File: src/design/agrr_pkg.sv
// Package of the 5x7 glyph rasterizer: font tables, character codes, shared types.
// Depends on nothing; used by the interfaces and all modules of the block.
`default_nettype none

package agrr_pkg;

	localparam int COORD_BITS_DEF = 12;
	localparam int QUEUE_DEPTH_DEF = 2;

	localparam int CODE_W = 8;
	localparam int SCALE_W = 4;
	localparam int COLOR_W = 16;

	localparam int GLYPH_ROWS = 7;
	localparam int GLYPH_COLS = 5;
	localparam int GLYPH_DOTS = GLYPH_ROWS * GLYPH_COLS;
	localparam int DOT_IDX_W = $clog2(GLYPH_DOTS);
	localparam int POS_W = 3;

	localparam logic [CODE_W-1:0] CH_SPACE   = 8'h20;
	localparam logic [CODE_W-1:0] CH_PERCENT = 8'h25;
	localparam logic [CODE_W-1:0] CH_MINUS   = 8'h2d;
	localparam logic [CODE_W-1:0] CH_DOT     = 8'h2e;
	localparam logic [CODE_W-1:0] CH_SLASH   = 8'h2f;
	localparam logic [CODE_W-1:0] CH_0       = 8'h30;
	localparam logic [CODE_W-1:0] CH_9       = 8'h39;
	localparam logic [CODE_W-1:0] CH_COLON   = 8'h3a;
	localparam logic [CODE_W-1:0] CH_A       = 8'h41;
	localparam logic [CODE_W-1:0] CH_Z       = 8'h5a;
	localparam logic [CODE_W-1:0] CH_UNDER   = 8'h5f;
	localparam logic [CODE_W-1:0] CH_LOWER_A = 8'h61;
	localparam logic [CODE_W-1:0] CH_LOWER_Z = 8'h7a;
	localparam logic [CODE_W-1:0] CASE_FOLD  = 8'h20;

	localparam logic [4:0] DIGIT_FONT [10][GLYPH_ROWS] = '{
		'{5'h0e, 5'h11, 5'h13, 5'h15, 5'h19, 5'h11, 5'h0e},
		'{5'h04, 5'h0c, 5'h04, 5'h04, 5'h04, 5'h04, 5'h0e},
		'{5'h0e, 5'h11, 5'h01, 5'h02, 5'h04, 5'h08, 5'h1f},
		'{5'h1e, 5'h01, 5'h01, 5'h0e, 5'h01, 5'h01, 5'h1e},
		'{5'h02, 5'h06, 5'h0a, 5'h12, 5'h1f, 5'h02, 5'h02},
		'{5'h1f, 5'h10, 5'h1e, 5'h01, 5'h01, 5'h11, 5'h0e},
		'{5'h06, 5'h08, 5'h10, 5'h1e, 5'h11, 5'h11, 5'h0e},
		'{5'h1f, 5'h01, 5'h02, 5'h04, 5'h08, 5'h08, 5'h08},
		'{5'h0e, 5'h11, 5'h11, 5'h0e, 5'h11, 5'h11, 5'h0e},
		'{5'h0e, 5'h11, 5'h11, 5'h0f, 5'h01, 5'h02, 5'h0c}
	};

	localparam logic [4:0] LETTER_FONT [26][GLYPH_ROWS] = '{
		'{5'h0e, 5'h11, 5'h11, 5'h1f, 5'h11, 5'h11, 5'h11},
		'{5'h1e, 5'h11, 5'h11, 5'h1e, 5'h11, 5'h11, 5'h1e},
		'{5'h0f, 5'h10, 5'h10, 5'h10, 5'h10, 5'h10, 5'h0f},
		'{5'h1e, 5'h11, 5'h11, 5'h11, 5'h11, 5'h11, 5'h1e},
		'{5'h1f, 5'h10, 5'h10, 5'h1e, 5'h10, 5'h10, 5'h1f},
		'{5'h1f, 5'h10, 5'h10, 5'h1e, 5'h10, 5'h10, 5'h10},
		'{5'h0f, 5'h10, 5'h10, 5'h13, 5'h11, 5'h11, 5'h0f},
		'{5'h11, 5'h11, 5'h11, 5'h1f, 5'h11, 5'h11, 5'h11},
		'{5'h0e, 5'h04, 5'h04, 5'h04, 5'h04, 5'h04, 5'h0e},
		'{5'h01, 5'h01, 5'h01, 5'h01, 5'h11, 5'h11, 5'h0e},
		'{5'h11, 5'h12, 5'h14, 5'h18, 5'h14, 5'h12, 5'h11},
		'{5'h10, 5'h10, 5'h10, 5'h10, 5'h10, 5'h10, 5'h1f},
		'{5'h11, 5'h1b, 5'h15, 5'h15, 5'h11, 5'h11, 5'h11},
		'{5'h11, 5'h19, 5'h15, 5'h13, 5'h11, 5'h11, 5'h11},
		'{5'h0e, 5'h11, 5'h11, 5'h11, 5'h11, 5'h11, 5'h0e},
		'{5'h1e, 5'h11, 5'h11, 5'h1e, 5'h10, 5'h10, 5'h10},
		'{5'h0e, 5'h11, 5'h11, 5'h11, 5'h15, 5'h12, 5'h0d},
		'{5'h1e, 5'h11, 5'h11, 5'h1e, 5'h14, 5'h12, 5'h11},
		'{5'h0f, 5'h10, 5'h10, 5'h0e, 5'h01, 5'h01, 5'h1e},
		'{5'h1f, 5'h04, 5'h04, 5'h04, 5'h04, 5'h04, 5'h04},
		'{5'h11, 5'h11, 5'h11, 5'h11, 5'h11, 5'h11, 5'h0e},
		'{5'h11, 5'h11, 5'h11, 5'h11, 5'h11, 5'h0a, 5'h04},
		'{5'h11, 5'h11, 5'h11, 5'h15, 5'h15, 5'h15, 5'h0a},
		'{5'h11, 5'h11, 5'h0a, 5'h04, 5'h0a, 5'h11, 5'h11},
		'{5'h11, 5'h11, 5'h0a, 5'h04, 5'h04, 5'h04, 5'h04},
		'{5'h1f, 5'h01, 5'h02, 5'h04, 5'h08, 5'h10, 5'h1f}
	};

	localparam logic [4:0] MINUS_FONT   [GLYPH_ROWS] = '{5'h00, 5'h00, 5'h00, 5'h1f, 5'h00,
		5'h00, 5'h00};
	localparam logic [4:0] UNDER_FONT   [GLYPH_ROWS] = '{5'h00, 5'h00, 5'h00, 5'h00, 5'h00,
		5'h00, 5'h1f};
	localparam logic [4:0] DOT_FONT     [GLYPH_ROWS] = '{5'h00, 5'h00, 5'h00, 5'h00, 5'h00,
		5'h00, 5'h04};
	localparam logic [4:0] PERCENT_FONT [GLYPH_ROWS] = '{5'h19, 5'h1a, 5'h02, 5'h04, 5'h08,
		5'h0b, 5'h13};
	localparam logic [4:0] COLON_FONT   [GLYPH_ROWS] = '{5'h00, 5'h00, 5'h04, 5'h00, 5'h04,
		5'h00, 5'h00};
	localparam logic [4:0] SLASH_FONT   [GLYPH_ROWS] = '{5'h01, 5'h01, 5'h10, 5'h08, 5'h04,
		5'h02, 5'h01};
	localparam logic [4:0] BLANK_FONT   [GLYPH_ROWS] = '{5'h00, 5'h00, 5'h00, 5'h00, 5'h00,
		5'h00, 5'h00};
	localparam logic [4:0] UNKNOWN_FONT [GLYPH_ROWS] = '{5'h1f, 5'h00, 5'h00, 5'h04, 5'h00,
		5'h00, 5'h1f};

	typedef logic [GLYPH_DOTS-1:0] dot_map_t;

	typedef struct packed {
		logic full;
		logic empty;
	} q_stat_t;

	typedef struct packed {
		logic [POS_W-1:0] row;
		logic [POS_W-1:0] col;
	} dot_pos_t;

	// bit row*GLYPH_COLS+col is lit when the dot at (row, col) is lit
	function automatic dot_map_t glyph_map(input logic [CODE_W-1:0] code);
		logic [CODE_W-1:0] c;
		logic [4:0] rows [GLYPH_ROWS];
		dot_map_t map;
		c = code;
		if (c >= CH_LOWER_A && c <= CH_LOWER_Z)
			c = c - CASE_FOLD;
		for (int r = 0; r < GLYPH_ROWS; r++)
			rows[r] = UNKNOWN_FONT[r];
		priority if (c >= CH_0 && c <= CH_9) begin
			for (int r = 0; r < GLYPH_ROWS; r++)
				rows[r] = DIGIT_FONT[4'(c - CH_0)][r];
		end else if (c >= CH_A && c <= CH_Z) begin
			for (int r = 0; r < GLYPH_ROWS; r++)
				rows[r] = LETTER_FONT[5'(c - CH_A)][r];
		end else begin
			unique case (c)
				CH_SPACE:   for (int r = 0; r < GLYPH_ROWS; r++) rows[r] = BLANK_FONT[r];
				CH_MINUS:   for (int r = 0; r < GLYPH_ROWS; r++) rows[r] = MINUS_FONT[r];
				CH_UNDER:   for (int r = 0; r < GLYPH_ROWS; r++) rows[r] = UNDER_FONT[r];
				CH_DOT:     for (int r = 0; r < GLYPH_ROWS; r++) rows[r] = DOT_FONT[r];
				CH_PERCENT: for (int r = 0; r < GLYPH_ROWS; r++) rows[r] = PERCENT_FONT[r];
				CH_COLON:   for (int r = 0; r < GLYPH_ROWS; r++) rows[r] = COLON_FONT[r];
				CH_SLASH:   for (int r = 0; r < GLYPH_ROWS; r++) rows[r] = SLASH_FONT[r];
				default:    for (int r = 0; r < GLYPH_ROWS; r++) rows[r] = UNKNOWN_FONT[r];
			endcase
		end
		for (int r = 0; r < GLYPH_ROWS; r++)
			for (int k = 0; k < GLYPH_COLS; k++)
				map[r*GLYPH_COLS + k] = rows[r][GLYPH_COLS-1-k];
		return map;
	endfunction

	function automatic dot_pos_t dot_pos(input logic [DOT_IDX_W-1:0] idx);
		dot_pos_t p;
		p.row = '0;
		for (int r = 1; r < GLYPH_ROWS; r++)
			if (idx >= DOT_IDX_W'(r * GLYPH_COLS))
				p.row = POS_W'(r);
		p.col = POS_W'(idx - DOT_IDX_W'(DOT_IDX_W'(p.row) * DOT_IDX_W'(GLYPH_COLS)));
		return p;
	endfunction

endpackage

`default_nettype wire

File: src/design/agrr_stream_if.sv
// Request channels of the glyph rasterizer: character requests in, rectangle requests out.
// Depends on agrr_pkg for field widths.
`default_nettype none

interface agrr_char_if #(
	parameter int COORD_BITS = agrr_pkg::COORD_BITS_DEF
);
	import agrr_pkg::*;

	logic                         valid;
	logic                         ready;
	logic [CODE_W-1:0]            char_code;
	logic signed [COORD_BITS-1:0] origin_x;
	logic signed [COORD_BITS-1:0] origin_y;
	logic [SCALE_W-1:0]           scale_x;
	logic [SCALE_W-1:0]           scale_y;
	logic [COLOR_W-1:0]           ink_color;

	modport source (output valid, char_code, origin_x, origin_y, scale_x, scale_y, ink_color,
		input ready);
	modport sink (input valid, char_code, origin_x, origin_y, scale_x, scale_y, ink_color,
		output ready);
endinterface

interface agrr_rect_if #(
	parameter int COORD_BITS = agrr_pkg::COORD_BITS_DEF
);
	import agrr_pkg::*;

	logic                       valid;
	logic                       ready;
	logic signed [COORD_BITS:0] rect_x;
	logic signed [COORD_BITS:0] rect_y;
	logic [SCALE_W-1:0]         rect_w;
	logic [SCALE_W-1:0]         rect_h;
	logic [COLOR_W-1:0]         rect_color;
	logic                       last_rect;

	modport source (output valid, rect_x, rect_y, rect_w, rect_h, rect_color, last_rect,
		input ready);
	modport sink (input valid, rect_x, rect_y, rect_w, rect_h, rect_color, last_rect,
		output ready);
endinterface

`default_nettype wire

File: src/design/agrr_front.sv
// Front end: accepts character requests, looks up the glyph dot map, drops blank glyphs.
// Depends on agrr_pkg and agrr_char_if; pushes packed jobs into agrr_queue.
`default_nettype none

module agrr_front #(
	parameter int COORD_BITS = agrr_pkg::COORD_BITS_DEF,
	parameter int ENTRY_W = agrr_pkg::GLYPH_DOTS + 2*COORD_BITS + 2*agrr_pkg::SCALE_W
		+ agrr_pkg::COLOR_W
) (
	input  wire logic                clk,
	input  wire logic                arst_n,
	agrr_char_if.sink                chars,
	input  wire agrr_pkg::q_stat_t   q_stat,
	output logic                     push,
	output logic [ENTRY_W-1:0]       push_data
);
	import agrr_pkg::*;

	logic                         valid_s1;
	logic [CODE_W-1:0]            code_s1;
	logic signed [COORD_BITS-1:0] ox_s1;
	logic signed [COORD_BITS-1:0] oy_s1;
	logic [SCALE_W-1:0]           sx_s1;
	logic [SCALE_W-1:0]           sy_s1;
	logic [COLOR_W-1:0]           color_s1;
	dot_map_t                     map_s1;
	logic                         blank_s1;
	logic                         leave_s1;
	logic                         take;

	assign map_s1    = glyph_map(code_s1);
	assign blank_s1  = (map_s1 == '0);
	assign leave_s1  = valid_s1 && (blank_s1 || !q_stat.full);
	assign chars.ready = !valid_s1 || leave_s1;
	assign take      = chars.valid && chars.ready;
	assign push      = valid_s1 && !blank_s1 && !q_stat.full;
	assign push_data = {map_s1, ox_s1, oy_s1, sx_s1, sy_s1, color_s1};

	always_ff @(posedge clk or negedge arst_n) begin
		if (!arst_n) begin
			valid_s1 <= 1'b0;
		end else if (take) begin
			valid_s1 <= 1'b1;
		end else if (leave_s1) begin
			valid_s1 <= 1'b0;
		end
	end

	always_ff @(posedge clk) begin
		if (take) begin
			code_s1  <= chars.char_code;
			ox_s1    <= chars.origin_x;
			oy_s1    <= chars.origin_y;
			sx_s1    <= chars.scale_x;
			sy_s1    <= chars.scale_y;
			color_s1 <= chars.ink_color;
		end
	end

endmodule

`default_nettype wire

File: src/design/agrr_queue.sv
// Short job queue between the front end and the dot walker.
// Depends on agrr_pkg for the status struct.
`default_nettype none

module agrr_queue #(
	parameter int DEPTH = agrr_pkg::QUEUE_DEPTH_DEF,
	parameter int WIDTH = 8
) (
	input  wire logic               clk,
	input  wire logic               arst_n,
	input  wire logic               push,
	input  wire logic [WIDTH-1:0]   push_data,
	input  wire logic               pop,
	output logic [WIDTH-1:0]        pop_data,
	output agrr_pkg::q_stat_t       q_stat
);
	import agrr_pkg::*;

	localparam int PTR_W = (DEPTH > 1) ? $clog2(DEPTH) : 1;
	localparam int CNT_W = $clog2(DEPTH + 1);

	logic [WIDTH-1:0] mem_q [DEPTH];
	logic [PTR_W-1:0] wr_ptr_q;
	logic [PTR_W-1:0] rd_ptr_q;
	logic [CNT_W-1:0] cnt_q;
	logic             do_push;
	logic             do_pop;

	assign q_stat.full  = (cnt_q == CNT_W'(DEPTH));
	assign q_stat.empty = (cnt_q == '0);
	assign do_push = push && !q_stat.full;
	assign do_pop  = pop && !q_stat.empty;
	assign pop_data = mem_q[rd_ptr_q];

	function automatic logic [PTR_W-1:0] bump(input logic [PTR_W-1:0] p);
		return (p == PTR_W'(DEPTH - 1)) ? '0 : p + 1'b1;
	endfunction

	always_ff @(posedge clk or negedge arst_n) begin
		if (!arst_n) begin
			wr_ptr_q <= '0;
			rd_ptr_q <= '0;
			cnt_q    <= '0;
		end else begin
			if (do_push)
				wr_ptr_q <= bump(wr_ptr_q);
			if (do_pop)
				rd_ptr_q <= bump(rd_ptr_q);
			if (do_push && !do_pop)
				cnt_q <= cnt_q + 1'b1;
			else if (do_pop && !do_push)
				cnt_q <= cnt_q - 1'b1;
		end
	end

	always_ff @(posedge clk) begin
		if (do_push)
			mem_q[wr_ptr_q] <= push_data;
	end

endmodule

`default_nettype wire

File: src/design/agrr_back.sv
// Back end: walks a glyph's lit dots; one rectangle request per cycle unless stalled.
// Depends on agrr_pkg and agrr_rect_if; pops packed jobs from agrr_queue.
`default_nettype none

module agrr_back #(
	parameter int COORD_BITS = agrr_pkg::COORD_BITS_DEF,
	parameter int ENTRY_W = agrr_pkg::GLYPH_DOTS + 2*COORD_BITS + 2*agrr_pkg::SCALE_W
		+ agrr_pkg::COLOR_W
) (
	input  wire logic                clk,
	input  wire logic                arst_n,
	input  wire agrr_pkg::q_stat_t   q_stat,
	input  wire logic [ENTRY_W-1:0]  pop_data,
	output logic                     pop,
	agrr_rect_if.source              rects
);
	import agrr_pkg::*;

	localparam int CW = COORD_BITS + 1;
	localparam int PW = 7;

	dot_map_t                     cur_q;
	logic                         busy_q;
	logic [COORD_BITS-1:0]        ox_q;
	logic [COORD_BITS-1:0]        oy_q;
	logic [SCALE_W-1:0]           sx_q;
	logic [SCALE_W-1:0]           sy_q;
	logic [COLOR_W-1:0]           color_q;

	logic                         out_valid_q;
	logic [CW-1:0]                rx_q;
	logic [CW-1:0]                ry_q;
	logic [SCALE_W-1:0]           rw_q;
	logic [SCALE_W-1:0]           rh_q;
	logic [COLOR_W-1:0]           rcolor_q;
	logic                         rlast_q;

	dot_map_t                     in_map;
	logic [COORD_BITS-1:0]        in_ox;
	logic [COORD_BITS-1:0]        in_oy;
	logic [SCALE_W-1:0]           in_sx;
	logic [SCALE_W-1:0]           in_sy;
	logic [COLOR_W-1:0]           in_color;

	logic                         adv;
	logic                         emit;
	logic                         last;
	dot_map_t                     rest;
	logic [DOT_IDX_W-1:0]         idx;
	dot_pos_t                     pos;
	logic [PW-1:0]                offs_x;
	logic [PW-1:0]                offs_y;
	logic [CW-1:0]                nx;
	logic [CW-1:0]                ny;

	assign {in_map, in_ox, in_oy, in_sx, in_sy, in_color} = pop_data;

	always_comb begin
		idx = '0;
		for (int i = GLYPH_DOTS - 1; i >= 0; i--)
			if (cur_q[i])
				idx = DOT_IDX_W'(i);
	end

	assign pos    = dot_pos(idx);
	assign offs_x = PW'(pos.col) * PW'(sx_q);
	assign offs_y = PW'(pos.row) * PW'(sy_q);
	assign nx     = {ox_q[COORD_BITS-1], ox_q} + CW'(offs_x);
	assign ny     = {oy_q[COORD_BITS-1], oy_q} + CW'(offs_y);
	assign rest   = cur_q & (cur_q - 1'b1);
	assign last   = (rest == '0);

	assign adv  = !out_valid_q || rects.ready;
	assign emit = busy_q && adv;
	assign pop  = !q_stat.empty && (!busy_q || (emit && last));

	always_ff @(posedge clk or negedge arst_n) begin
		if (!arst_n) begin
			busy_q      <= 1'b0;
			out_valid_q <= 1'b0;
		end else begin
			if (pop)
				busy_q <= 1'b1;
			else if (emit && last)
				busy_q <= 1'b0;
			if (adv)
				out_valid_q <= emit;
		end
	end

	always_ff @(posedge clk) begin
		if (pop) begin
			cur_q   <= in_map;
			ox_q    <= in_ox;
			oy_q    <= in_oy;
			sx_q    <= in_sx;
			sy_q    <= in_sy;
			color_q <= in_color;
		end else if (emit) begin
			cur_q <= rest;
		end
		if (emit) begin
			rx_q     <= nx;
			ry_q     <= ny;
			rw_q     <= sx_q;
			rh_q     <= sy_q;
			rcolor_q <= color_q;
			rlast_q  <= last;
		end
	end

	assign rects.valid      = out_valid_q;
	assign rects.rect_x     = rx_q;
	assign rects.rect_y     = ry_q;
	assign rects.rect_w     = rw_q;
	assign rects.rect_h     = rh_q;
	assign rects.rect_color = rcolor_q;
	assign rects.last_rect  = rlast_q;

endmodule

`default_nettype wire

File: src/design/ascii_glyph_rect_rasterizer_top.sv
// Top level of the 5x7 glyph rasterizer: front end, job queue and dot walker.
// Depends on agrr_pkg, agrr_stream_if, agrr_front, agrr_queue and agrr_back.
//
// Usage:
//   chars carries one character request: code, cell origin, dot scale and color.
//   rects carries one filled rectangle request per lit font dot, in row-major
//   order; last_rect marks the final rectangle of a character.
//   A character is accepted when chars.valid and chars.ready are high at a clock edge.
//   A character passes the front stage register and the queue to the dot walker,
//   which registers its rectangles. Throughput: one rectangle per cycle while
//   rects.ready is high; a character with n lit dots (at most 35) holds the walker
//   for n rectangles. A blank glyph leaves the front stage unqueued, with no
//   rectangle. The walker pops a queued job as it emits the prior job's last dot.
//   The queue holds QUEUE_DEPTH glyph jobs, so the front end keeps accepting while
//   the dot walker is busy; chars.ready drops once the queue and front stage are full.
//   When rects.ready is low with a valid rectangle, the rectangle register holds and the walker stalls.
//   Reset (arst_n low) empties the front stage, the queue and the output register.
`default_nettype none

module ascii_glyph_rect_rasterizer_top #(
	parameter int COORD_BITS = agrr_pkg::COORD_BITS_DEF,
	parameter int QUEUE_DEPTH = agrr_pkg::QUEUE_DEPTH_DEF
) (
	input  wire logic    clk,
	input  wire logic    arst_n,
	agrr_char_if.sink    chars,
	agrr_rect_if.source  rects
);
	import agrr_pkg::*;

	localparam int ENTRY_W = GLYPH_DOTS + 2*COORD_BITS + 2*SCALE_W + COLOR_W;

	q_stat_t              q_stat;
	logic                 push;
	logic [ENTRY_W-1:0]   push_data;
	logic                 pop;
	logic [ENTRY_W-1:0]   pop_data;

	agrr_front #(
		.COORD_BITS(COORD_BITS),
		.ENTRY_W(ENTRY_W)
	) u_front (
		.clk(clk),
		.arst_n(arst_n),
		.chars(chars),
		.q_stat(q_stat),
		.push(push),
		.push_data(push_data)
	);

	agrr_queue #(
		.DEPTH(QUEUE_DEPTH),
		.WIDTH(ENTRY_W)
	) u_queue (
		.clk(clk),
		.arst_n(arst_n),
		.push(push),
		.push_data(push_data),
		.pop(pop),
		.pop_data(pop_data),
		.q_stat(q_stat)
	);

	agrr_back #(
		.COORD_BITS(COORD_BITS),
		.ENTRY_W(ENTRY_W)
	) u_back (
		.clk(clk),
		.arst_n(arst_n),
		.q_stat(q_stat),
		.pop_data(pop_data),
		.pop(pop),
		.rects(rects)
	);

endmodule

`default_nettype wire

File: src/flat_wrapper.sv
// flat-port wrapper written by rule: the top's interface ports become plain ports
module ascii_glyph_rect_rasterizer_top_flat import agrr_pkg::*;
#(
	parameter int COORD_BITS = agrr_pkg::COORD_BITS_DEF,
	parameter int QUEUE_DEPTH = agrr_pkg::QUEUE_DEPTH_DEF
)
  (clk, arst_n, chars_valid, chars_char_code, chars_origin_x, chars_origin_y, chars_scale_x, chars_scale_y, chars_ink_color, chars_ready, rects_valid, rects_rect_x, rects_rect_y, rects_rect_w, rects_rect_h, rects_rect_color, rects_last_rect, rects_ready);
  agrr_char_if #(.COORD_BITS(COORD_BITS)) chars_i ();
  agrr_rect_if #(.COORD_BITS(COORD_BITS)) rects_i ();
  input  wire logic clk;
  input  wire logic arst_n;
  input wire logic [$bits(chars_i.valid)-1:0] chars_valid;
  input wire logic [$bits(chars_i.char_code)-1:0] chars_char_code;
  input wire logic [$bits(chars_i.origin_x)-1:0] chars_origin_x;
  input wire logic [$bits(chars_i.origin_y)-1:0] chars_origin_y;
  input wire logic [$bits(chars_i.scale_x)-1:0] chars_scale_x;
  input wire logic [$bits(chars_i.scale_y)-1:0] chars_scale_y;
  input wire logic [$bits(chars_i.ink_color)-1:0] chars_ink_color;
  output wire logic [$bits(chars_i.ready)-1:0] chars_ready;
  output wire logic [$bits(rects_i.valid)-1:0] rects_valid;
  output wire logic [$bits(rects_i.rect_x)-1:0] rects_rect_x;
  output wire logic [$bits(rects_i.rect_y)-1:0] rects_rect_y;
  output wire logic [$bits(rects_i.rect_w)-1:0] rects_rect_w;
  output wire logic [$bits(rects_i.rect_h)-1:0] rects_rect_h;
  output wire logic [$bits(rects_i.rect_color)-1:0] rects_rect_color;
  output wire logic [$bits(rects_i.last_rect)-1:0] rects_last_rect;
  input wire logic [$bits(rects_i.ready)-1:0] rects_ready;
  assign chars_i.valid = chars_valid;
  assign chars_i.char_code = chars_char_code;
  assign chars_i.origin_x = chars_origin_x;
  assign chars_i.origin_y = chars_origin_y;
  assign chars_i.scale_x = chars_scale_x;
  assign chars_i.scale_y = chars_scale_y;
  assign chars_i.ink_color = chars_ink_color;
  assign chars_ready = chars_i.ready;
  assign rects_valid = rects_i.valid;
  assign rects_rect_x = rects_i.rect_x;
  assign rects_rect_y = rects_i.rect_y;
  assign rects_rect_w = rects_i.rect_w;
  assign rects_rect_h = rects_i.rect_h;
  assign rects_rect_color = rects_i.rect_color;
  assign rects_last_rect = rects_i.last_rect;
  assign rects_i.ready = rects_ready;
  ascii_glyph_rect_rasterizer_top #(.COORD_BITS(COORD_BITS), .QUEUE_DEPTH(QUEUE_DEPTH)) u_core (.clk(clk), .arst_n(arst_n), .chars(chars_i), .rects(rects_i));
endmodule
File: config.mk
export PLATFORM = sky130hd
export DESIGN_NAME = ascii_glyph_rect_rasterizer_top_flat
export DESIGN_NICKNAME = d
export VERILOG_FILES = /design/src/design/agrr_pkg.sv /design/src/design/agrr_stream_if.sv /design/src/design/agrr_front.sv /design/src/design/agrr_queue.sv /design/src/design/agrr_back.sv /design/src/design/ascii_glyph_rect_rasterizer_top.sv /design/src/flat_wrapper.sv
export SDC_FILE = /design/constraint.sdc
export NUM_CORES = 1
export LEC_CHECK = 0
export ABC_AREA = 1
export BUFFER_PORTS_ARGS = -buffer_cell sky130_fd_sc_hd__buf_2
export CORE_MARGIN = 3
export CORE_UTILIZATION = 55
export CTS_CLUSTER_DIAMETER = 200
export DETAILED_ROUTE_END_ITERATION = 7
export PLACE_DENSITY = 0.82
export SLEW_MARGIN = 20
export SYNTH_ARGS = -nofsm -noshare
export SYNTH_HDL_FRONTEND = slang
export SYNTH_SLANG_ARGS = --single-unit
File: constraint.sdc
create_clock -name clk -period 6.4 [get_ports clk]
set_clock_uncertainty 0.15 [all_clocks]
set_input_delay 0.32 -clock clk [delete_from_list [all_inputs] [get_ports clk]]
set_output_delay 0.32 -clock clk [all_outputs]
set_load 0.005 [all_outputs]
# Word-level counts from Yosys, hierarchy flattened
# Memory sizes are Yosys's and may differ from the RTL's.
# Index checks and enable logic that the tools add are counted.
[totals]
output_inout_bits = 53
mem_bits_rw = 166
rom_bits = 1680
elab_cells = 160
memories = 3
inputBits = 60
reg_bits = 197
[memory_table]
columns = ["memory", "depth", "word_bits", "rd", "rd_clocked_by_memory_dff", "write_ports", "line_no", "text"]
rows = [
  ["(name not given)", 32, 35, 1, 0, 0, "agrr_pkg.sv:121", "rows[r] = LETTER_FONT[5'(c - CH_A)][r];"],
  ["(name not given)", 16, 35, 1, 0, 0, "agrr_pkg.sv:118", "rows[r] = DIGIT_FONT[4'(c - CH_0)][r];"],
  ["u_core.u_queue.mem_q", 2, 83, 1, 0, 1, "agrr_queue.sv:22", "logic [WIDTH-1:0] mem_q [DEPTH];"],
]
[op_classes]
n_eq_ne = 8
n_mux = 61
multipliers = 3
bitwise_logic = 3
order_cmp = 14
n_addsub = 11
reduce_logical = 33
[op_table]
columns = ["operator", "count"]
rows = [
  ["2-to-1 mux 35 bit", 8],
  ["case mux 35 bit (7 select lines)", 1],
  ["2-to-1 mux 6 bit", 35],
  ["logical NOT 35 bit", 2],
  ["equality test 8 x 6 -> 1 bit (second input constant)", 6],
  ["AND 35 bit", 1],
  ["subtractor 35 x 1 -> 35 bit (second input constant)", 1],
  ["adder 12 x 8 -> 13 bit", 2],
  ["greater-or-equal comparator 6 x 5 -> 1 bit (second input constant)", 3],
  ["greater-or-equal comparator 8 x 7 -> 1 bit (second input constant)", 2],
  ["<= comparator 8 x 7 -> 1 bit (second input constant)", 2],
  ["2-to-1 mux 3 bit", 5],
  ["logical AND 1 bit", 14],
  ["multiplier 3 x 4 -> 7 bit", 2],
  ["greater-or-equal comparator 6 x 4 -> 1 bit (second input constant)", 2],
  ["2-to-1 mux 1 bit", 9],
  ["equality test 8 x 7 -> 1 bit (second input constant)", 1],
  ["greater-or-equal comparator 8 x 6 -> 1 bit (second input constant)", 1],
  ["<= comparator 8 x 6 -> 1 bit (second input constant)", 1],
  ["logical NOT 1 bit", 8],
  ["2-to-1 mux 8 bit", 1],
  ["nonzero test 2 bit", 4],
  ["subtractor 8 x 6 -> 8 bit (second input constant)", 1],
  ["greater-or-equal comparator 6 x 3 -> 1 bit (second input constant)", 1],
  ["other kinds (15)", 20],
]

# Logic depth before layout (Yosys ltp)
# Gate-level depths: netlist of the first run.
[depth]
word_depth = 46
ltp_mapped = 67
depth_no_buf = 67

# By module
# From an unflattened synthesis of the first run, not the netlist that was laid out.
[unflattened]
cells_unflattened = 1571
area_unflattened_um2 = 17032.6
[by_module_without_submodules]
columns = ["mod", "cells_each", "n_inst", "area_each_um2", "seq_area_each_um2"]
rows = [
  ["agrr_back", 675, 1, 7071.8, 4073.9],
  ["agrr_queue", 465, 1, 6251.0, 5084.9],
  ["agrr_front", 431, 1, 3709.8, 1706.6],
]

# Least setup slack after synthesis of the first run
# Ideal clock, no wire load.
[synth_path]
path_type = "reg2reg"
startpoint = "register u_core.u_front.code_s1[0]"
endpoint = "memory u_core.u_queue.mem_q[0][0] in the netlist's numbering, enable pin"
required_time_ns = 5.725
stages_incl_launch_ff = 18
synth_period_minus_slack_ns = 6.668
setup_time_ns = 0.525
setup_slack_ns = -0.268
t_arrival_ns = 5.993
path_buffers = 1
cell_sequence = "edfxtp_1 -> clkbuf_1 -> inv_1 -> ha_1 -> inv_1 -> nor2_1 -> nand3_1 -> nand4_1 -> a31oi_1 -> a21oi_1 -> nor2_1 -> inv_1 -> nor3_1 -> nand2_1 -> nand2_1 -> nor2_1 -> inv_1 -> nor2_1"
[synth_between]
elab_chain_cells = 17
elab_cells_between_ends = 38
classes_between = "add/sub (3); order compare (6); eq/ne (7); mux (10); bitwise (2); reduce/logical (8); memory (2)"
[synth_lines]
columns = ["element", "line_no", "text"]
rows = [
  ["start: declaration", "agrr_front.sv:20", "logic [CODE_W-1:0] code_s1;"],
  ["start signal: assignment", "agrr_front.sv:51", "code_s1 <= chars.char_code;"],
  ["greater-or-equal comparator 8 x 7 -> 1 bit / <= comparator 8 x 7 -> 1 bit (equally long branches)", "agrr_pkg.sv:112", "if (c >= CH_LOWER_A && c <= CH_LOWER_Z)"],
  ["logical AND 1 bit", "agrr_pkg.sv:112", ""],
  ["2-to-1 mux 8 bit (*)", "agrr_pkg.sv:112", ""],
  ["subtractor 5 x 1 -> 5 bit", "agrr_pkg.sv:121", ""],
  ["NOT 5 -> 6 bit (implied by the code)", "agrr_pkg.sv:121", ""],
  ["memory (32 x 35 bit)", "--", ""],
  ["2-to-1 mux 35 bit (implied by the code) (2 in series)", "agrr_pkg.sv:121", ""],
  ["2-to-1 mux 35 bit", "agrr_pkg.sv:119", "end else if (c >= CH_A && c <= CH_Z) begin"],
  ["2-to-1 mux 35 bit (*)", "agrr_pkg.sv:116", "priority if (c >= CH_0 && c <= CH_9) begin"],
  ["logical NOT 35 bit (*)", "agrr_front.sv:32", "assign blank_s1 = (map_s1 == '0);"],
  ["logical NOT 1 bit (*)", "agrr_front.sv:36", "assign push = valid_s1 && !blank_s1 && !q_stat.full;"],
  ["logical AND 1 bit (*) (2 in series)", "agrr_front.sv:36", ""],
  ["logical AND 1 bit (*)", "agrr_queue.sv:31", "assign do_push = push && !q_stat.full;"],
  ["via u_core.u_queue.do_push", "agrr_queue.sv:26", "logic do_push;"],
  ["2-to-1 mux 1 bit (*)", "agrr_queue.sv:57", "if (do_push)"],
  ["2-to-1 mux 1 bit (implied by the code) (*)", "agrr_queue.sv:58", "mem_q[wr_ptr_q] <= push_data;"],
  ["end: declaration", "agrr_queue.sv:22", ""],
]
# The timed path passes the listed nets; every way through them passes the cells marked *. The select of a mux whose other input is x is not followed.

# Worst setup path after layout of the first run
[layout_path]
startpoint = "register u_core.u_back.cur_q[2]"
endpoint = "register u_core.u_back.rx_q[10], in the netlist u_core.u_back.rects.rect_x[10] (data pin)"
[layout_between]
elab_chain_cells = 14
elab_cells_between_ends = 19
classes_between = "add/sub (2); mul (2); order compare (6); mux (9)"
[layout_lines]
columns = ["element", "line_no", "text"]
rows = [
  ["start: declaration", "agrr_back.sv:22", "dot_map_t cur_q;"],
  ["start signal: assignment", "agrr_back.sv:93", "cur_q <= in_map;"],
  ["start signal: assignment", "agrr_back.sv:100", "cur_q <= rest;"],
  ["2-to-1 mux 6 bit (*) (3 in series)", "agrr_back.sv:61", "if (cur_q[i])"],
  ["greater-or-equal comparator 6 x 3 -> 1 bit", "agrr_pkg.sv:144", "if (idx >= DOT_IDX_W'(r * GLYPH_COLS))"],
  ["2-to-1 mux 1 bit", "agrr_pkg.sv:144", ""],
  ["2-to-1 mux 3 bit (5 in series)", "agrr_pkg.sv:144", ""],
  ["multiplier 3 x 3 -> 3 bit", "agrr_pkg.sv:146", "p.col = POS_W'(idx - DOT_IDX_W'(DOT_IDX_W'(p.row) * DOT_IDX_W'(GLYPH_COLS)));"],
  ["subtractor 3 bit (*)", "agrr_pkg.sv:146", ""],
  ["multiplier 3 x 4 -> 7 bit (*)", "agrr_back.sv:66", "assign offs_x = PW'(pos.col) * PW'(sx_q);"],
  ["adder 12 x 8 -> 13 bit (*)", "agrr_back.sv:68", "assign nx = {ox_q[COORD_BITS-1], ox_q} + CW'(offs_x);"],
  ["via u_core.u_back.nx[10]", "agrr_back.sv:53", "logic [CW-1:0] nx;"],
  ["end signal: assignment", "agrr_back.sv:103", "rx_q <= nx;"],
  ["end: declaration", "agrr_back.sv:31", "logic [CW-1:0] rx_q;"],
]
# The timed path passes the listed nets; every way through them passes the cells marked *.
# A chain may end at the register's enable or synchronous reset.

==> results of run 1 <==
==> Yosys cell counts (2+ instances only) <==
master,number
o2111ai_1,4
nand3b_1,2
buf_1,6
edfxtp_1,356
clkinv_1,2
o211ai_1,20
o311ai_0,4
nor2_2,4
inv_2,10
nor2_1,119
o221ai_1,2
ha_1,44
nand4_1,11
clkbuf_1,30
nand3_1,43
xnor2_1,7
o22ai_1,3
a21oi_1,72
o21ai_1,9
fa_1,9
dfrtp_1,7
a2111oi_0,2
a32o_1,2
o21ai_0,75
a41oi_1,2
nor4_1,4
nand2_1,366
o31ai_1,5
a31oi_1,30
nor3_1,14
buf_2,7
or2_2,11
inv_1,155
o21a_1,2
xor2_1,23
==> final cells by class <==
class / count / share of cell area [%]
Tap cell: 384 / 2.42
Timing Repair Buffer: 254 / 9.18
Clock inverter: 11 / 0.567
Sequential cell: 363 / 54.7
Multi-Input combinational cell: 901 / 24.8
Antenna cell: 1 / 0.0126
Clock buffer: 52 / 5.20
Inverter: 167 / 3.17
==> worst max path at each step <==
stage / cells after the start / startpoint / slack (ps) / endpoint
after floorplan: 17 / u_core.u_front.code_s1[0] / -270 / u_core.u_queue.mem_q[0][0]
after global placement: 66 / u_core.u_back.cur_q[32] / -160 / u_core.u_back.rects.rect_x[10]
after detailed placement: 65 / u_core.u_back.cur_q[32] / -430 / u_core.u_back.rects.rect_x[10]
after CTS: 66 / u_core.u_back.cur_q[32] / -270 / u_core.u_back.rects.rect_x[10]
after global routing: 66 / u_core.u_back.cur_q[32] / -1140 / u_core.u_back.rects.rect_x[10]
final: 42 / u_core.u_back.cur_q[2] / -700 / u_core.u_back.rects.rect_x[10]
==> sequential cells by signal, summed over array words and instances (netlist names), 8 cells and up <==
| signal | cells |
|---|---|
| u_core.u_front.code_s1 | 8 |
| u_core.u_front.oy_s1 | 12 |
| u_core.u_back.rects.rect_x | 13 |
| u_core.u_back.cur_q | 35 |
| u_core.u_back.rects.rect_color | 16 |
| u_core.u_back.rects.rect_y | 13 |
| u_core.u_front.ox_s1 | 12 |
| u_core.u_queue.mem_q | 166 |
| u_core.u_back.oy_q | 12 |
| u_core.u_back.ox_q | 12 |
| u_core.u_back.color_q | 16 |
| u_core.u_front.color_s1 | 16 |
==> metrics by stage <==
stage / instances / worst slack [ps] / hold WS, ps / utilization [%] / TNS, ps
6_report: 2133 / -697 / 271 / 68.3 / -4950
5_1_grt: 2132 / -1140 / 274 / 68.3 / -9410
4_1_cts: 2119 / -270 / 271 / 67.7 / -1040
3_5_place_dp: 1981 / -434 / 30.9 / 61.2 / -2000
3_3_place_gp: 1981 / -158 / 19.2 / 61.2 / -372
2_1_floorplan: 1474 / -268 / -126 / - / -44460
==> cells by family after synthesis <==
group                    Yosys count  synth area share [%]
AO/OA/AOI/OAI                    240                  8.61
XOR/XNOR                          30                  1.60
adder cells (fa/ha/maj)           53                  4.45
buffers and inverters            210                  4.86
flip-flops                       363                  66.2
AND/OR/NAND/NOR                  578                  14.3
==> cells in the final DEF, fill, tap and decap left out, drive strengths merged, types with 43 or more instances in the layout <==
master,synthesis,final
a21oi,73,73
buf,13,193
clkbuf,30,52
dlygate4sd3,0,61
edfxtp,356,356
ha,44,44
inv,165,167
nand2,367,367
nand3,43,43
nor2,124,124
o21ai,84,84
==> per-layer routing <==
metal / routed length [um] / global-route usage, % / part of all wire (%)
met3: 3400 / 3.58 / 7.6
met2: 22300 / 47.1 / 50
met5: 0 / 0 / 0
met1: 17000 / 35.4 / 38
met4: 1840 / 9.68 / 4.1
==> power by group <==
group	total [mW]	internal (mW)	switching (mW)
logic	1.47	0.520	0.954
clock network	2.10	1.18	0.920
registers	3.40	3.23	0.167
total	6.97	4.93	2.04
==> what timing repair did <==
action | 4_1_cts | 5_1_grt
setup buffers | 14 | 14
pin swaps | 16 | 14
hold buffers | 61 | 0
endpoints found under the setup margin | 8 | 16
gates resized for setup | 13 | 23
endpoints found under the hold margin | 65 | 0
==> impl_results.md, run 1 <==
* Outcome: finished, violations left
* Failing checks: setup timing
* Tot GR Track Use at a little over a quarter
* Crit path max-delay cell type: fa_2
* Clk pin slew, worst setup/hold paths at ~70 ps
* Placeable Area at between 20,000 and 30,000 um2
* CTS H-Tree Depth at 2
* Library cells used by synthesis at 47
* Cell mode on critical path: inv_1
* Max Slew Vio Count at 0
* Cells after Synth at 1,474
* Max_cap viols at 0
* F_max at 0.141 GHz
* Fill cells at around 1,900
* Row count at 62
* Slack of the critical path at -697 ps
* Gr ovfl total at 0
* Vias in the first global route at 12,070
* Via Count at 12,313
* Fin crit share at 111%
* VDD IR max at between 0.0003 and 0.0004 V
* Routed wire length at about 45,000 um
* Die area at about 32,000 um2
* Net count after synthesis at about 1,600
* Ranking of synthesized cells by area: edfxtp_1 (65%), nand2_1 (8.4%), inv_1 (3.5%)
* DRT Pass-1 Iters at 6
* Clock Tree Buf Depth at 3
* Number of synthesized flops with an enable pin at 356
* Routability congestion estimate at 0.967
* Avg Inst Size Synth at roughly 11 um2
* Startpoint class of the critical path: register
* CP required at 6540 ps
* CTS tree: done
* Starting Density at 56.4%
* IO Port Bufs at about 110
* Pwr per Cell Area at ~350 nW/um2
* Seq cells post-synth at between 300 and 400
* Design area at 19,900 um2
* DRC at 0
* Placed Area at around 18,000 um2
* Worst Hold Endpoint: u_core.u_back.rects.rect_color[0]
* Final Setup Violations at 10
* TritonCTS sink count at about 360
* Final Hold Fails at 0
* Synth warnings at 0
* Fraction of layout cells with a size suffix above 1 at 18.1%
* R2r setup slk at -700 ps
* IO Count at ~110
* Die Span Y at 179 um
* Min Clock Period, post-route at 7100 ps
* Worst min path class: reg -> reg
* Vias per inst at approximately 5.8
* Clk Latency, worst-skew pair at between 500 and 600 ps
* Area Growth Syn to Fin at 21.1%
* Number of buffers created by CTS at 37
* Synthesized cell area at 16,400 um2
* Worst Path Max Fanout at 4
* Iter 0 DRT Violations at 1,348
* Cell taking the most area after synthesis: edfxtp_1
* Largest net degree at the start of global routing at 85
* RR Endpoint: u_core.u_back.rects.rect_x[10]
* Die Span X at 179 um
* Prevailing post-synth register cell: edfxtp_1
* CTS Root Buffer Type: clkbuf_16
* Worst-Margin Slew at around 960 ps
* Detail Placement HPWL at 26,400 um
* Max stage delay on crit path at 550 ps
* Async SR Flop Fraction at 1.93%
* Post-route ant nets at 0
* Pleak at 8.06 nW
* Buf+Inv Stages, Crit Path at 10
* Post-synthesis sequential area ratio at 66.2%
* Relative max-transition margin at a little over a third
* Initial antenna violation count at 0
* CP delay by family, top: simple AND/OR/NAND/NOR gates
* Nets at 1,837
* Synth top area share at 65.1%
* Launch point of the worst reg-to-reg path: u_core.u_back.cur_q[2]
* Footprint of the multi-input gates at 4920 um2
* Unrepaired setup endpoints after global routing: yes
* Power, Total at 6.97 mW
* Hold Startpoint: u_core.u_back.color_q[0]
* First-pass GRT wire length at 66,300 um
* Hold Path Depth at 0
* Avg WL per Cell at 20.9 um
* Register area at 10,900 um2
* WS Path Type: reg -> reg
* CP arrival at 7240 ps
* CP Capture Type: register
* Reg2Reg Depth at 42
Power figures use the tool's default switching activity.
==> run 2, diff against run 1 <==
--- a/config.mk
+++ b/config.mk
@@ -15,4 +15,5 @@
 export SLEW_MARGIN = 20
 export SYNTH_ARGS = -nofsm -noshare
 export SYNTH_HDL_FRONTEND = slang
+export SYNTH_HIERARCHICAL = 1
 export SYNTH_SLANG_ARGS = --single-unit
==> run 2 against run 1 <==
Compared with the run above: the run still ends with setup timing left; synthesized cell count is 6.6% higher; total power up 1.4%; first-iteration DRC count grew 20%; fmax shrank 0.65%; die area up 3.7%; global-route usage decreased by 1.6 points; register-to-register slack lost 50 ps; combinational power rose by 5%; non-clock buffer count grew 3; critical endpoint is now u_core/u_back/rects.rect_x[11]; highest routed layer unchanged.
==> impl_results.md, run 2 <==
* Outcome: finished, violations left
* Failing checks: setup timing
* Tot GR Track Use at around 26%
* Slack of the critical path at -743 ps
* F_max at 0.140 GHz
* Min Clock Period, post-route at between 7000 and 8000 ps
* Worst-Margin Slew at 1090 ps
* Routability congestion estimate at 0.964
* WS Path Type: reg -> reg
* Most common cell after layout, fill and taps aside: nand2_1
* CP Capture Type: register
* Top reg by flops: u_core/u_queue/mem_q
* Vias in the first global route at between 10,000 and 15,000
* Clk Latency, worst-skew pair at about 530 ps
* Number of synthesized flops with an enable pin at approximately 360
* Nets at 1,934
* Pleak at 8.58 nW
* Detail Placement HPWL at 26,800 um
* CTS Root Buffer Type: clkbuf_16
* Async SR Flop Fraction at 1.93%
* Starting Density at 56.6%
* TritonCTS sink count at ~360
* Cell mode on critical path: nand2_1
* CP required at 6530 ps
* DRC at 0
* DRT Pass-1 Iters at 7
* Most frequent cells in the layout: nand2_1 (476), edfxtp_1 (356), inv_1 (128), buf_2 (112), nor2_1 (99)
* Fraction of layout cells with a size suffix above 1 at 21.9%
* Initial antenna violation count at 1
* Launch point of the worst reg-to-reg path: u_core/u_back/cur_q[32]
* Most frequent cell after synthesis: nand2_1
* Post-synthesis sequential area ratio at 63.8%
* Fill cells at 1,998
* Clk pin slew, worst setup/hold paths at 70 ps
* Clock Tree Buf Depth at 3
* Net count after synthesis at 1,681
* Vias per inst at 5.78
* Iter 0 DRT Violations at between 1,500 and 2,000
* Placeable Area at 30,100 um2
* Crit path max-delay cell type: fa_1
* Cell taking the most area after synthesis: edfxtp_1
* Pwr per Cell Area at 344 nW/um2
* Power, Total at 7.07 mW
* Biggest regs: u_core/u_queue/mem_q x166, u_core/u_back/cur_q x35
* Final Hold Fails at 0
* WHS at 122 ps
* Area Growth Syn to Fin at 20.4%
* RR Endpoint: u_core/u_back/rects.rect_x[11]
* Via Count at 12,966
* Cells after Synth at 1,571
* Max Slew Vio Count at 0
* Max reg flops at 166
* Worst Path Max Fanout at 4
* CTS tree: done
* R2r setup slk at -740 ps
* Gr ovfl total at 0
* Max stage delay on crit path at 590 ps
* Die Span X at 182 um
* Largest net degree at the start of global routing at 85
* VDD IR max at between 0.0003 and 0.0004 V
* Max_cap viols at 0
* Die Span Y at 182 um
* Synthesized cell area at 17,000 um2
* Avg WL per Cell at 20.6 um
* Die area at 33,100 um2
* Post-route ant nets at 0
* Worst min path class: in -> async
* Routed wire length at 46,200 um
* Ranking of synthesized cells by area: edfxtp_1 (63%), nand2_1 (11%), ha_1 (3.0%)
* Relative max-transition margin at 27.2%
* Final Setup Violations at 10
* Seq cells post-synth at 363
* Setup tns final at -5790 ps
* CP arrival at 7270 ps
* IO Count at between 100 and 150
* Library cells used by synthesis at 59
* Prevailing post-synth register cell: edfxtp_1
* First-pass GRT wire length at 67,200 um
* Number of buffers created by CTS at 38
* Synth warnings at 6
* Post-synth top cells: nand2_1 (488), edfxtp_1 (356), inv_1 (133), nor2_1 (105), nand3_1 (59)
* CTS H-Tree Depth at 2
* Row count at 63
* Reg2Reg Depth at 59
* Avg Inst Size Synth at approximately 11 um2
* Startpoint class of the critical path: register
* Unrepaired setup endpoints after global routing: yes
* IO Port Bufs at 112
* Synth top area share at 62.8%
* Fin crit share at 112%
==> run 2: worst max path at each step <==
| stage | startpoint | endpoint | slack [ps] | cells after the start |
|---|---|---|---|---|
| floorplan | u_core/u_front/code_s1[0] | u_core/u_queue/mem_q[1][0] | 190 | 15 |
| global route | u_core/u_back/cur_q[32] | u_core/u_back/rects.rect_x[10] | -960 | 58 |
| global placement | u_core/u_back/cur_q[32] | u_core/u_back/rects.rect_x[9] | -2 | 60 |
| finish | u_core/u_back/cur_q[32] | u_core/u_back/rects.rect_x[11] | -740 | 59 |
| detailed placement | u_core/u_back/cur_q[32] | u_core/u_back/rects.rect_x[8] | -290 | 60 |
| CTS | u_core/u_back/cur_q[32] | u_core/u_back/rects.rect_x[9] | -20 | 60 |
==> run 2: report_power, final <==
| group | total (mW) | switching (mW) | leakage, nW | internal [mW] |
|---|---|---|---|---|
| clock | 2.17 | 0.909 | 0.594 | 1.26 |
| sequential | 3.35 | 0.160 | 3.44 | 3.19 |
| combinational | 1.54 | 1.03 | 4.55 | 0.510 |
| total | 7.07 | 2.10 | 8.58 | 4.97 |
==> run 2: cell type report <==
cell class / instances / area, um2 / share of cell area [%]
multi-input cells: 1012 / 5520 / 26.9
repair buffers: 257 / 1840 / 8.95
inverters: 152 / 576 / 2.81
well taps: 390 / 488 / 2.38
clock inverters: 19 / 196 / 0.958
clock buffers: 51 / 1030 / 5.03
flip-flops and latches: 363 / 10900 / 53.0
diodes: 1 / 2.50 / 0.0122
==> run 2: per-stage QoR <==
stage | worst slack (ps) | cell area, um2 | utilization (%) | cells
after floorplan | 190 | 17000 | - | 1571
after global placement | -1.58 | 18000 | 59.8 | 2055
after detailed placement | -292 | 18000 | 59.8 | 2055
after CTS | -16.7 | 20200 | 66.9 | 2225
after global routing | -956 | 20500 | 68.1 | 2245
final | -743 | 20500 | 68.1 | 2245
==> run 2: kinds of logic after synthesis <==
family                   share of synthesized area (%)
adder cells (fa/ha/maj)                           4.07
AO/OA/AOI/OAI                                     6.28
AND/OR/NAND/NOR                                   19.2
XOR/XNOR                                          1.43
buffers and inverters                             5.21
flip-flops                                        63.8
==> run 2: timing repair <==
action	in CTS	in global routing
pin swaps	10	30
setup buffers	41	20
hold buffers	59	0
setup endpoints to repair	7	107
hold endpoints to repair	65	0
resized for setup	11	51
==> run 2: routing by layer <==
layer,part of all wire (%),vias up,GRT usage [%]
met2,49,849,43.3
met1,37,6081,32.7
met3,9.3,204,4.61
li1,-,5832,-
met5,0,-,0
met4,5.5,0,10.8
==> run 2: worst max-delay path, delay by kind of cell (launching register included) <==
kind | cells | cell delay (ps)
AO/OA/AOI/OAI | 5 | 930
XOR/XNOR | 2 | 360
buffers and inverters | 4 | 270
flip-flops | 1 | 410
AND/OR/NAND/NOR | 43 | 2890
adder cells (fa/ha/maj) | 5 | 1870
